**config.mk**
```make
export PLATFORM = sky130hd
export DESIGN_NAME = checksummed_frame_receiver_flat
export DESIGN_NICKNAME = d
export VERILOG_FILES = /design/src/rtl/cfr_pkg.sv /design/src/rtl/cfr_req_if.sv /design/src/rtl/cfr_rsp_if.sv /design/src/rtl/cfr_frame_mem.sv /design/src/rtl/cfr_control.sv /design/src/rtl/checksummed_frame_receiver.sv /design/src/flat_wrapper.sv
export SDC_FILE = /design/constraint.sdc
export NUM_CORES = 1
export LEC_CHECK = 0
export BUFFER_PORTS_ARGS = -buffer_cell sky130_fd_sc_hd__buf_2
export CORE_UTILIZATION = 50
export CTS_CLUSTER_DIAMETER = 120
export DETAILED_ROUTE_END_ITERATION = 10
export GPL_ROUTABILITY_DRIVEN = 1
export PLACE_DENSITY_LB_ADDON = 0.1
export SLEW_MARGIN = 40
export SYNTH_ARGS = -nofsm -noshare
export SYNTH_HDL_FRONTEND = slang
export SYNTH_SLANG_ARGS = --single-unit
```
**constraint.sdc**
```tcl
create_clock -name clock -period 4.3 [get_ports clock]
set_input_delay 0.215 -clock clock [delete_from_list [all_inputs] [get_ports clock]]
set_output_delay 0.215 -clock clock [all_outputs]
set_load 0.02 [all_outputs]
```
**src/rtl/cfr_pkg.sv**
```systemverilog
`default_nettype none

package cfr_pkg;

   localparam int          MAX_DATA_DEFAULT = 32;
   localparam int          FRAME_OVERHEAD   = 5;
   localparam logic [7:0]  HDR_BYTE         = 8'h5A;

   typedef enum logic [1:0] {
      STATUS_GOOD    = 2'd0,
      STATUS_SUM_ERR = 2'd1,
      STATUS_LEN_ERR = 2'd2
   } status_type;

   typedef enum logic {
      ST_COLLECT,
      ST_EMIT
   } state_type;

   typedef struct packed {
      logic       load;
      logic [7:0] frame_byte;
      logic [5:0] byte_index;
      logic       last;
      status_type status;
   } out_load_type;

endpackage

`default_nettype wire

```
**src/rtl/cfr_req_if.sv**
```systemverilog
`default_nettype none

interface cfr_req_if;
   logic       valid;
   logic       ready;
   logic [7:0] rx_byte;

   modport source (output valid, output rx_byte, input ready);
   modport sink   (input valid, input rx_byte, output ready);
endinterface

`default_nettype wire

```
**src/rtl/cfr_rsp_if.sv**
```systemverilog
`default_nettype none

interface cfr_rsp_if;
   logic       valid;
   logic       ready;
   logic [7:0] frame_byte;
   logic [5:0] byte_index;
   logic       last;
   logic [1:0] status;

   modport source (output valid, output frame_byte, output byte_index, output last,
                   output status, input ready);
   modport sink   (input valid, input frame_byte, input byte_index, input last,
                   input status, output ready);
endinterface

`default_nettype wire

```
**src/rtl/cfr_frame_mem.sv**
```systemverilog
`default_nettype none

module cfr_frame_mem
   import cfr_pkg::*;
#(
   parameter  int DEPTH = MAX_DATA_DEFAULT + FRAME_OVERHEAD,
   localparam int AW    = $clog2(DEPTH)
) (
   input  wire logic          clock,
   input  wire logic          wr_en,
   input  wire logic [AW-1:0] wr_addr,
   input  wire logic [7:0]    wr_data,
   input  wire logic          rd_en,
   input  wire logic [AW-1:0] rd_addr,
   output logic [7:0]         rd_data
);

   logic [7:0] mem [DEPTH];
   logic [7:0] rd_data_ff;

   always_ff @(posedge clock) begin
      if (wr_en) begin
         mem[wr_addr] <= wr_data;
      end
   end

   always_ff @(posedge clock) begin
      if (rd_en) begin
         rd_data_ff <= mem[rd_addr];
      end
   end

   assign rd_data = rd_data_ff;

endmodule

`default_nettype wire

```
**src/rtl/cfr_control.sv**
```systemverilog
`default_nettype none

module cfr_control
   import cfr_pkg::*;
#(
   parameter  int MAX_DATA = MAX_DATA_DEFAULT,
   localparam int DEPTH    = MAX_DATA + FRAME_OVERHEAD,
   localparam int AW       = $clog2(DEPTH)
) (
   input  wire logic          clock,
   input  wire logic          reset,
   input  wire logic          req_valid,
   input  wire logic [7:0]    req_rx_byte,
   output logic               req_ready,
   input  wire logic          out_free,
   output out_load_type       out_load,
   output logic               emitting,
   output logic               mem_wr_en,
   output logic [AW-1:0]      mem_wr_addr,
   output logic [7:0]         mem_wr_data,
   output logic               mem_rd_en,
   output logic [AW-1:0]      mem_rd_addr,
   input  wire logic [7:0]    mem_rd_data
);

   state_type  state_ff, state_in;
   logic [5:0] count_ff, count_in;
   logic [7:0] sum_ff, sum_in;
   logic [6:0] total_ff, total_in;
   logic [6:0] rd_ptr_ff, rd_ptr_in;
   logic       mem_valid_ff, mem_valid_in;
   logic [5:0] mem_idx_ff, mem_idx_in;

   always_ff @(posedge clock) begin
      if (reset) begin
         state_ff     <= ST_COLLECT;
         count_ff     <= '0;
         sum_ff       <= '0;
         mem_valid_ff <= 1'b0;
      end else begin
         state_ff     <= state_in;
         count_ff     <= count_in;
         sum_ff       <= sum_in;
         mem_valid_ff <= mem_valid_in;
      end
   end

   always_ff @(posedge clock) begin
      total_ff   <= total_in;
      rd_ptr_ff  <= rd_ptr_in;
      mem_idx_ff <= mem_idx_in;
   end

   always_comb begin
      logic accept;
      logic take;
      logic restart;
      logic issue;
      logic [7:0] b;

      state_in     = state_ff;
      count_in     = count_ff;
      sum_in       = sum_ff;
      total_in     = total_ff;
      rd_ptr_in    = rd_ptr_ff;
      mem_valid_in = mem_valid_ff;
      mem_idx_in   = mem_idx_ff;

      out_load            = '0;
      out_load.status     = STATUS_GOOD;
      mem_wr_en           = 1'b0;
      mem_wr_addr         = count_ff[AW-1:0];
      mem_wr_data         = req_rx_byte;
      mem_rd_en           = 1'b0;
      mem_rd_addr         = rd_ptr_ff[AW-1:0];

      take    = 1'b0;
      restart = 1'b0;
      issue   = 1'b0;
      b       = req_rx_byte;

      req_ready = (state_ff == ST_COLLECT) && out_free;
      emitting  = (state_ff == ST_EMIT);
      accept    = req_valid && req_ready;

      case (state_ff)
         ST_COLLECT: begin
            if (accept) begin
               case (count_ff)
                  6'd0: begin
                     take = (b == HDR_BYTE);
                  end
                  6'd1: begin
                     take    = (b == HDR_BYTE);
                     restart = (b != HDR_BYTE);
                  end
                  6'd2: begin
                     take = 1'b1;
                  end
                  6'd3: begin
                     if (b > 8'(MAX_DATA)) begin
                        restart         = 1'b1;
                        out_load.load   = 1'b1;
                        out_load.last   = 1'b1;
                        out_load.status = STATUS_LEN_ERR;
                     end else begin
                        take     = 1'b1;
                        total_in = 7'(b) + 7'(FRAME_OVERHEAD);
                     end
                  end
                  default: begin
                     if ({1'b0, count_ff} + 7'd1 < total_ff) begin
                        take = 1'b1;
                     end else begin
                        // checksum byte
                        mem_wr_en = 1'b1;
                        restart   = 1'b1;
                        if (b != sum_ff) begin
                           out_load.load   = 1'b1;
                           out_load.last   = 1'b1;
                           out_load.status = STATUS_SUM_ERR;
                        end else begin
                           state_in  = ST_EMIT;
                           rd_ptr_in = '0;
                        end
                     end
                  end
               endcase
            end
         end
         ST_EMIT: begin
            out_load.load       = mem_valid_ff && out_free;
            out_load.frame_byte = mem_rd_data;
            out_load.byte_index = mem_idx_ff;
            out_load.last       = ({1'b0, mem_idx_ff} + 7'd1 == total_ff);
            issue = (rd_ptr_ff < total_ff) && (!mem_valid_ff || out_load.load);
            if (issue) begin
               mem_rd_en    = 1'b1;
               rd_ptr_in    = rd_ptr_ff + 7'd1;
               mem_idx_in   = rd_ptr_ff[5:0];
               mem_valid_in = 1'b1;
            end else if (out_load.load) begin
               mem_valid_in = 1'b0;
            end
            if (out_load.load && out_load.last) begin
               state_in = ST_COLLECT;
            end
         end
         default: begin
            state_in = ST_COLLECT;
         end
      endcase

      if (take) begin
         mem_wr_en = 1'b1;
         sum_in    = sum_ff + b;
         count_in  = count_ff + 6'd1;
      end
      if (restart) begin
         count_in = '0;
         sum_in   = '0;
      end
   end

endmodule

`default_nettype wire

```
**src/rtl/checksummed_frame_receiver.sv**
```systemverilog
`default_nettype none

// channel     port      direction  payload
// request     req_chan  in         rx_byte[7:0]
// response    rsp_chan  out        frame_byte[7:0] byte_index[5:0] last status[1:0]
//
// a byte that completes nothing is taken back to back while out_free is high
// a good frame of N bytes leaves after its checksum byte, one byte a cycle
// while rsp_chan.ready is high, paced by the frame memory read port
// no request is taken until the last frame byte sits in the output register
// reset clears state, count, sum and valid flags, never the frame memory
// rsp_chan.ready low holds the output register and the memory read pipeline

module checksummed_frame_receiver
   import cfr_pkg::*;
#(
   parameter int MAX_DATA = MAX_DATA_DEFAULT
) (
   input wire logic clock,
   input wire logic reset,
   cfr_req_if.sink   req_chan,
   cfr_rsp_if.source rsp_chan
);

   localparam int DEPTH = MAX_DATA + FRAME_OVERHEAD;
   localparam int AW    = $clog2(DEPTH);

   out_load_type    out_load;
   logic            out_free;
   logic            emitting;
   logic            req_ready;

   logic            mem_wr_en;
   logic [AW-1:0]   mem_wr_addr;
   logic [7:0]      mem_wr_data;
   logic            mem_rd_en;
   logic [AW-1:0]   mem_rd_addr;
   logic [7:0]      mem_rd_data;

   logic            out_valid_ff, out_valid_in;
   logic [7:0]      out_byte_ff;
   logic [5:0]      out_index_ff;
   logic            out_last_ff;
   status_type      out_status_ff;

   assign out_free = !out_valid_ff || rsp_chan.ready;

   cfr_control #(
      .MAX_DATA (MAX_DATA)
   ) u_control (
      .clock       (clock),
      .reset       (reset),
      .req_valid   (req_chan.valid),
      .req_rx_byte (req_chan.rx_byte),
      .req_ready   (req_ready),
      .out_free    (out_free),
      .out_load    (out_load),
      .emitting    (emitting),
      .mem_wr_en   (mem_wr_en),
      .mem_wr_addr (mem_wr_addr),
      .mem_wr_data (mem_wr_data),
      .mem_rd_en   (mem_rd_en),
      .mem_rd_addr (mem_rd_addr),
      .mem_rd_data (mem_rd_data)
   );

   cfr_frame_mem #(
      .DEPTH (DEPTH)
   ) u_frame_mem (
      .clock   (clock),
      .wr_en   (mem_wr_en),
      .wr_addr (mem_wr_addr),
      .wr_data (mem_wr_data),
      .rd_en   (mem_rd_en),
      .rd_addr (mem_rd_addr),
      .rd_data (mem_rd_data)
   );

   // output register
   always_comb begin
      out_valid_in = out_valid_ff;
      if (out_load.load) begin
         out_valid_in = 1'b1;
      end else if (rsp_chan.ready) begin
         out_valid_in = 1'b0;
      end
   end

   always_ff @(posedge clock) begin
      if (reset) begin
         out_valid_ff <= 1'b0;
      end else begin
         out_valid_ff <= out_valid_in;
      end
   end

   always_ff @(posedge clock) begin
      if (out_load.load) begin
         out_byte_ff   <= out_load.frame_byte;
         out_index_ff  <= out_load.byte_index;
         out_last_ff   <= out_load.last;
         out_status_ff <= out_load.status;
      end
   end

   assign req_chan.ready      = req_ready;
   assign rsp_chan.valid      = out_valid_ff;
   assign rsp_chan.frame_byte = out_byte_ff;
   assign rsp_chan.byte_index = out_index_ff;
   assign rsp_chan.last       = out_last_ff;
   assign rsp_chan.status     = out_status_ff;

   a_load_needs_room: assert property (@(posedge clock) disable iff (reset)
      out_load.load |-> out_free)
      else $error("output register overwritten while a transaction waits");

   a_error_shape: assert property (@(posedge clock) disable iff (reset)
      (out_load.load && out_load.status != STATUS_GOOD) |->
         (out_load.last && out_load.frame_byte == 8'd0 && out_load.byte_index == 6'd0))
      else $error("error result with a non-zero payload");

   a_no_req_while_emitting: assert property (@(posedge clock) disable iff (reset)
      emitting |-> !req_ready)
      else $error("request taken during frame emission");

   a_first_byte_header: assert property (@(posedge clock) disable iff (reset)
      (out_load.load && out_load.status == STATUS_GOOD && out_load.byte_index == 6'd0)
         |-> (out_load.frame_byte == HDR_BYTE))
      else $error("emitted frame does not start with a header byte");

endmodule

`default_nettype wire
```
**src/flat_wrapper.sv**
```systemverilog
// flat-port wrapper written by rule: the top's interface ports become plain ports
module checksummed_frame_receiver_flat import cfr_pkg::*;
#(
   parameter int MAX_DATA = MAX_DATA_DEFAULT
)
  (clock, reset, req_chan_valid, req_chan_rx_byte, req_chan_ready, rsp_chan_valid, rsp_chan_frame_byte, rsp_chan_byte_index, rsp_chan_last, rsp_chan_status, rsp_chan_ready);
  cfr_req_if req_chan_i ();
  cfr_rsp_if rsp_chan_i ();
  input wire logic clock;
  input wire logic reset;
  input wire logic [$bits(req_chan_i.valid)-1:0] req_chan_valid;
  input wire logic [$bits(req_chan_i.rx_byte)-1:0] req_chan_rx_byte;
  output wire logic [$bits(req_chan_i.ready)-1:0] req_chan_ready;
  output wire logic [$bits(rsp_chan_i.valid)-1:0] rsp_chan_valid;
  output wire logic [$bits(rsp_chan_i.frame_byte)-1:0] rsp_chan_frame_byte;
  output wire logic [$bits(rsp_chan_i.byte_index)-1:0] rsp_chan_byte_index;
  output wire logic [$bits(rsp_chan_i.last)-1:0] rsp_chan_last;
  output wire logic [$bits(rsp_chan_i.status)-1:0] rsp_chan_status;
  input wire logic [$bits(rsp_chan_i.ready)-1:0] rsp_chan_ready;
  assign req_chan_i.valid = req_chan_valid;
  assign req_chan_i.rx_byte = req_chan_rx_byte;
  assign req_chan_ready = req_chan_i.ready;
  assign rsp_chan_valid = rsp_chan_i.valid;
  assign rsp_chan_frame_byte = rsp_chan_i.frame_byte;
  assign rsp_chan_byte_index = rsp_chan_i.byte_index;
  assign rsp_chan_last = rsp_chan_i.last;
  assign rsp_chan_status = rsp_chan_i.status;
  assign rsp_chan_i.ready = rsp_chan_ready;
  checksummed_frame_receiver #(.MAX_DATA(MAX_DATA)) u_core (.clock(clock), .reset(reset), .req_chan(req_chan_i), .rsp_chan(rsp_chan_i));
endmodule
```
* Word level (Yosys, flattened, before mapping)
Memories as Yosys holds them, arrays and structs flattened. A register that Yosys moved wholly into a read port is not among the register bits. Cells that the tools add are included. W data, S select, Z words.
Cells by class: add/subtract/negate cells 6, multiplexer cells 45, bitwise gates (word level) 3, magnitude comparators 3, equal/unequal tests 12, reduce and logical (&&, ||, !) cells 22
Operators with widths (count):
- $mux W7 | 5
- $mux W1 | 28
- $add A6 B1 Y7 const B | 2
- $lt A7 B7 Y1 | 2
- $pmux W7 S2 | 1
- $eq A6 B2 Y1 const B | 2
- $mux W3 | 4
- $add A8 B8 Y8 | 1
- $eq A8 B7 Y1 const B | 1
- $gt A8 B6 Y1 const B | 1
- $ne A8 B7 Y1 const B | 1
- $ne A8 B8 Y1 | 1
- $pmux W1 S2 | 4
- $reduce_or A2 Y1 | 4
- $add A7 B1 Y7 const B | 1
- $add A7 B3 Y7 const B | 1
- $eq A7 B7 Y1 | 1
- $add A6 B1 Y6 const B | 1
- $eq A6 B1 Y1 const B | 1
- $logic_not A6 Y1 | 1
- $ne A2 B2 Y1 const B | 3
- $pmux W1 S3 | 2
- $pmux W3 S2 | 1
- $logic_and A1 B1 Y1 | 5
- 10 further kinds | 17
Storage, ports and cells: memory bits (writable) 296, memories kept 1, input bits 12, logic and storage cells 104, flip-flop bits (word level) 54
Memories:
- u_core.u_frame_mem.mem | depth 37, width 8, read ports 1, clocked after Yosys merged registers in 1, write ports 1, RTL line cfr_frame_mem.sv:18 | logic [7:0] mem [DEPTH];

* Logic depth before layout (Yosys ltp)
word-level depth 9, gate-level depth with buffers 12

* By module
Synthesis repeated with hierarchy kept, for this count alone.
Second synthesis, totals: cells, all modules 991, area, all modules 15497.4 µm²
By module, submodules not included:
- cfr_frame_mem | times used 1, cells each 662, area an instance 12142.9 µm², seq. area each 9128.8 µm²
- cfr_control | times used 1, cells each 308, area an instance 2797.7 µm², seq. area each 920.9 µm²
- checksummed_frame_receiver | times used 1, cells each 21, area an instance 556.8 µm², seq. area each 530.5 µm²

* Least setup slack after synthesis
Ideal clock, no wire load.
path kind reg2reg, start register u_core.u_control.count_ff[1], in the netlist u_core.u_control.mem_wr_addr[1], end register u_core.out_index_ff[0], in the netlist u_core.rsp_chan.byte_index[0], enable pin, required time 3885 ps, setup time 415 ps, period minus slack after synthesis 3024 ps, setup slack 1276 ps, cell stages (with the launch flop) 12, arrival 2610 ps, buffers on the path 1, cell sequence dfxtp_1 ha_1 clkdlybuf4s15_2 nand3_1 xnor2_1 ha_1 a21oi_1 o21ai_0 a21oi_1 nor4_1 nor2_1 o21ai_0
RTL lines:
- start, declared | RTL line cfr_control.sv:27 | logic [5:0] count_ff, count_in;
- start signal, assigned | RTL line cfr_control.sv:42 | count_ff <= count_in;
- end signal, assigned | RTL line checksummed_frame_receiver.sv:100 | out_index_ff <= out_load.byte_index;
- end, declared | RTL line checksummed_frame_receiver.sv:42 | logic [5:0] out_index_ff;

==> summary.md <==
| Metric | Value |
|---|---|
| Status | finished, final reports clean |
| Ys flop type | edfxtp_1 |
| Ys async rst share | 0% |
| Num ports | 31 |
| Ant. Diodes | 0 |
| Initial antenna violation count | 0 |
| Fin nets | 924 |
| Worst EP arrival | 3.64 ns |
| Count leader, synth | edfxtp_1 |
| Slew @ Worst Pin | 0.853 ns |
| Time the worst path needs with I/O delays and setup | 3.44 ns |
| R2r endpoint | u_core.rsp_chan.frame_byte[5] |
| Max-cap violations | 0 |
| Synth cell count leaders | 341 x edfxtp_1, 88 x mux4_2, 64 x nor2_1 |
| Core ar. | 29600 sq um |
| Grt ovf | 0 |
| DRT Pass-1 Iters | 5 |
| Post-synthesis area per instance | 18.2 sq um |
| Final Hold Fails | 0 |
| Dpl cells | around 1200 |
| Area of the die | 30700 sq um |
| Global-route wire length before repair | 51700 um |
| Drt wl/cell | around 26 um |
| DRC Markers | 0 |
| Max Freq | 291 MHz |
| DRT iter0 DRCs | approximately 700 |
| Design Area, Final | approximately 17000 sq um |
| Lkg Pwr | 5.50 nW |
| Slack of the worst reg-to-reg path | 0.86 ns |
| Post-CTS Setup Inserts | 0 |
| H-tree depth | 2 |
| Layout cells sized above 1 | 25.5% |
| HP Start | req_chan_rx_byte[0] |
| Port-buffer cells | 30 |
| Die Y | 175 um |
| Routed vias | slightly below 8000 |
| Num CTS Buffers | 38 |
| Rel. slew slack | between 40% and 50% |
| Worst hold slack | 0.0406 ns |
| Final GP Congestion | 0.839 |
| RSZ-0062 raised after global routing | no |
| CP Class | reg -> reg |
| Hold Path Stages | 2 |
| Routed WL | ~34000 um |
| Top cells by area, synth | edfxtp_1 68%, mux4_2 13%, ha_1 2.3%, dfxtp_1 2.3%, nor2_1 1.6% |
| Pwr Density | 424 nW/um^2 |
| Die Span X | 175 um |
| Hold Path End | u_core.u_control.total_ff[0] |
| PostCTS Resize Cnt | 0 |
| Share of the synthesized area in the top cell type | 68.3% |
| CTS tree | done |
| Leading area contributor after synthesis | edfxtp_1 |
| Setup-failing EPs final | 0 |
| Reg2reg start | u_core.u_control.mem_wr_addr[1] |
| Fin crit share | 80.0% |
| Clock Latency Late Sink | 0.51 ns |
| Synthesis-to-layout area growth | 13.0% |
| Starting density of the core | between 50% and 60% |
| Cells after Synth | 824 |
| CP Launch Type | flip-flop |
| Sum Neg Setup Slack | 0 ns |
| Distinct cell type count after synthesis | 57 |
| Yosys reg bits | between 300 and 400 |
| Mapped Nets | 865 |
| Vias in the first global route | 7859 |
| Cts hold-fix bufs | 1 |
| Detail Route Antenna Nets | 0 |
| Worst VDD drop | 0.000232 V |
| Synthesis warning total | 0 |
| Reg2reg path depth | 11 |
| Seq/Total Area, Yosys | just over 70% |
| Post-DP Area | 15700 sq um |
| Clk buf depth | 3 |
| Clock Root Buffer | clkbuf_16 |
| Req. time, crit path | 4.50 ns |
| Clock input transition at the sequential cells of the worst setup and hold paths | about 0.06 ns |
| Post-synth EDFFs | 341 |
| Gr usage total | between 20% and 30% |
| Worst-path maximum fanout | 15 |
| Max Clock Skew | roughly 0.017 ns |
| Post-Layout Cell Count | roughly 1300 |
| Largest net degree at the start of global routing | 44 |
| Vias per cell | roughly 6.0 |
| Num rows | 63 |
| Final core occ | 57.3% |
| Max-slew violations | 0 |
| Netlist Area Pre-Place | 15000 sq um |
| HP Class | in -> reg |
| Nature of the critical path endpoint | flip-flop |
| HPWL after DPL | roughly 22000 um |
| CTS Sinks | 358 |
==> layer usage <==
layer	track usage [%]	wire, um	vias up
met4	6.34	793	0
met1	36.1	15800	4057
li1	-	-	3396
met2	34.6	15600	301
met3	3.57	2210	43
met5	0	0	-
==> critical path, cell delays in order, from the launching register on <==
cell and delay (ns):
dfxtp_1 0.45, ha_1 0.37, nand3_1 0.18, xnor2_1 0.18
ha_1 0.32, a21oi_1 0.06, o21ai_0 0.27, a21oi_1 0.12
nor4_1 0.54, nor2_1 0.17, o21ai_1 0.20, buf_4 0.28
==> how the worst max path moves through the flow <==
| stage | start | endpoint | slack, ns | cells past startpoint |
|---|---|---|---|---|
| after floorplan | u_core.u_control.mem_wr_addr[1] | u_core.rsp_chan.byte_index[0] | 1.28 | 11 |
| final | u_core.u_control.mem_wr_addr[1] | u_core.rsp_chan.frame_byte[5] | 0.86 | 11 |
| after CTS | u_core.u_control.mem_wr_addr[1] | u_core.u_control.sum_ff[7] | 0.95 | 10 |
| after global routing | u_core.u_control.mem_wr_addr[1] | u_core.rsp_chan.frame_byte[2] | 0.50 | 11 |
| after global placement | req_chan_rx_byte[4] | u_core.u_frame_mem.mem[13][1] | 1.02 | 7 |
| after detailed placement | req_chan_rx_byte[4] | u_core.u_frame_mem.mem[13][2] | 0.93 | 7 |
==> state kept, by name, summed over array words and instances, names as in the netlist <==
name / count
u_core.rsp_chan.byte_index: 6
u_core.rsp_chan.frame_byte: 8
u_core.rsp_chan.last: 1
u_core.rsp_chan.status: 2
u_core.rsp_chan.valid: 1
u_core.u_control.emitting: 1
u_core.u_control.mem_idx_ff: 6
u_core.u_control.mem_valid_ff: 1
u_core.u_control.mem_wr_addr: 6
u_core.u_control.rd_ptr_ff: 7
u_core.u_control.sum_ff: 8
u_core.u_control.total_ff: 7
u_core.u_frame_mem.mem: 296
u_core.u_frame_mem.rd_data: 8
==> cells by family after synthesis <==
family                   count (synthesis)  synth area share, %
flip-flops                             358                 70.6
AO/OA/AOI/OAI                           82                 3.90
AND/OR/NAND/NOR                        171                 5.63
buffers and inverters                   58                 1.92
adder cells (fa/ha/maj)                 29                 2.47
XOR/XNOR                                31                 1.81
multiplexers                            95                 13.7
==> power breakdown <==
group | internal, mW | switching (mW)
clock | 1.96 | 1.30
combinational | 0.0237 | 0.0875
sequential | 3.81 | 0.000393
==> cell type report <==
| class | instances | area [sq um] |
|---|---|---|
| Fill cell | 2227 | 12600 |
| Sequential cell | 358 | 10600 |
| Multi-Input combinational cell | 408 | 4150 |
| Clock buffer | 41 | 983 |
| Tap cell | 390 | 488 |
| Timing Repair Buffer | 60 | 403 |
| Clock inverter | 28 | 274 |
| Inverter | 17 | 63.8 |
==> placed cells by master (no fill, tap or decap), drive strengths merged, types with 6 or more instances in the layout <==
master | synthesis | layout
edfxtp | 341 | 341
mux4 | 88 | 88
nor2 | 72 | 72
buf | 17 | 59
clkbuf | 23 | 41
ha | 28 | 28
nand2 | 25 | 25
inv | 17 | 20
xnor2 | 19 | 19
clkinv | 0 | 19
a21oi | 18 | 18
nand3 | 18 | 18
dfxtp | 17 | 17
and2 | 15 | 15
o211ai | 13 | 13
xor2 | 12 | 12
o21ai | 11 | 11
nand2b | 10 | 10
a22oi | 9 | 9
mux2i | 7 | 7
or3 | 6 | 6
==> metrics by stage <==
step | setup WS [ns] | power [mW]
final | 0.860 | 7.19
after global routing | 0.501 | 7.37
after CTS | 0.948 | 7.24
after detailed placement | 0.932 | 3.99
after global placement | 1.02 | 3.99
after floorplan | 1.28 | 3.91
(Power assumes the default switching activity.)
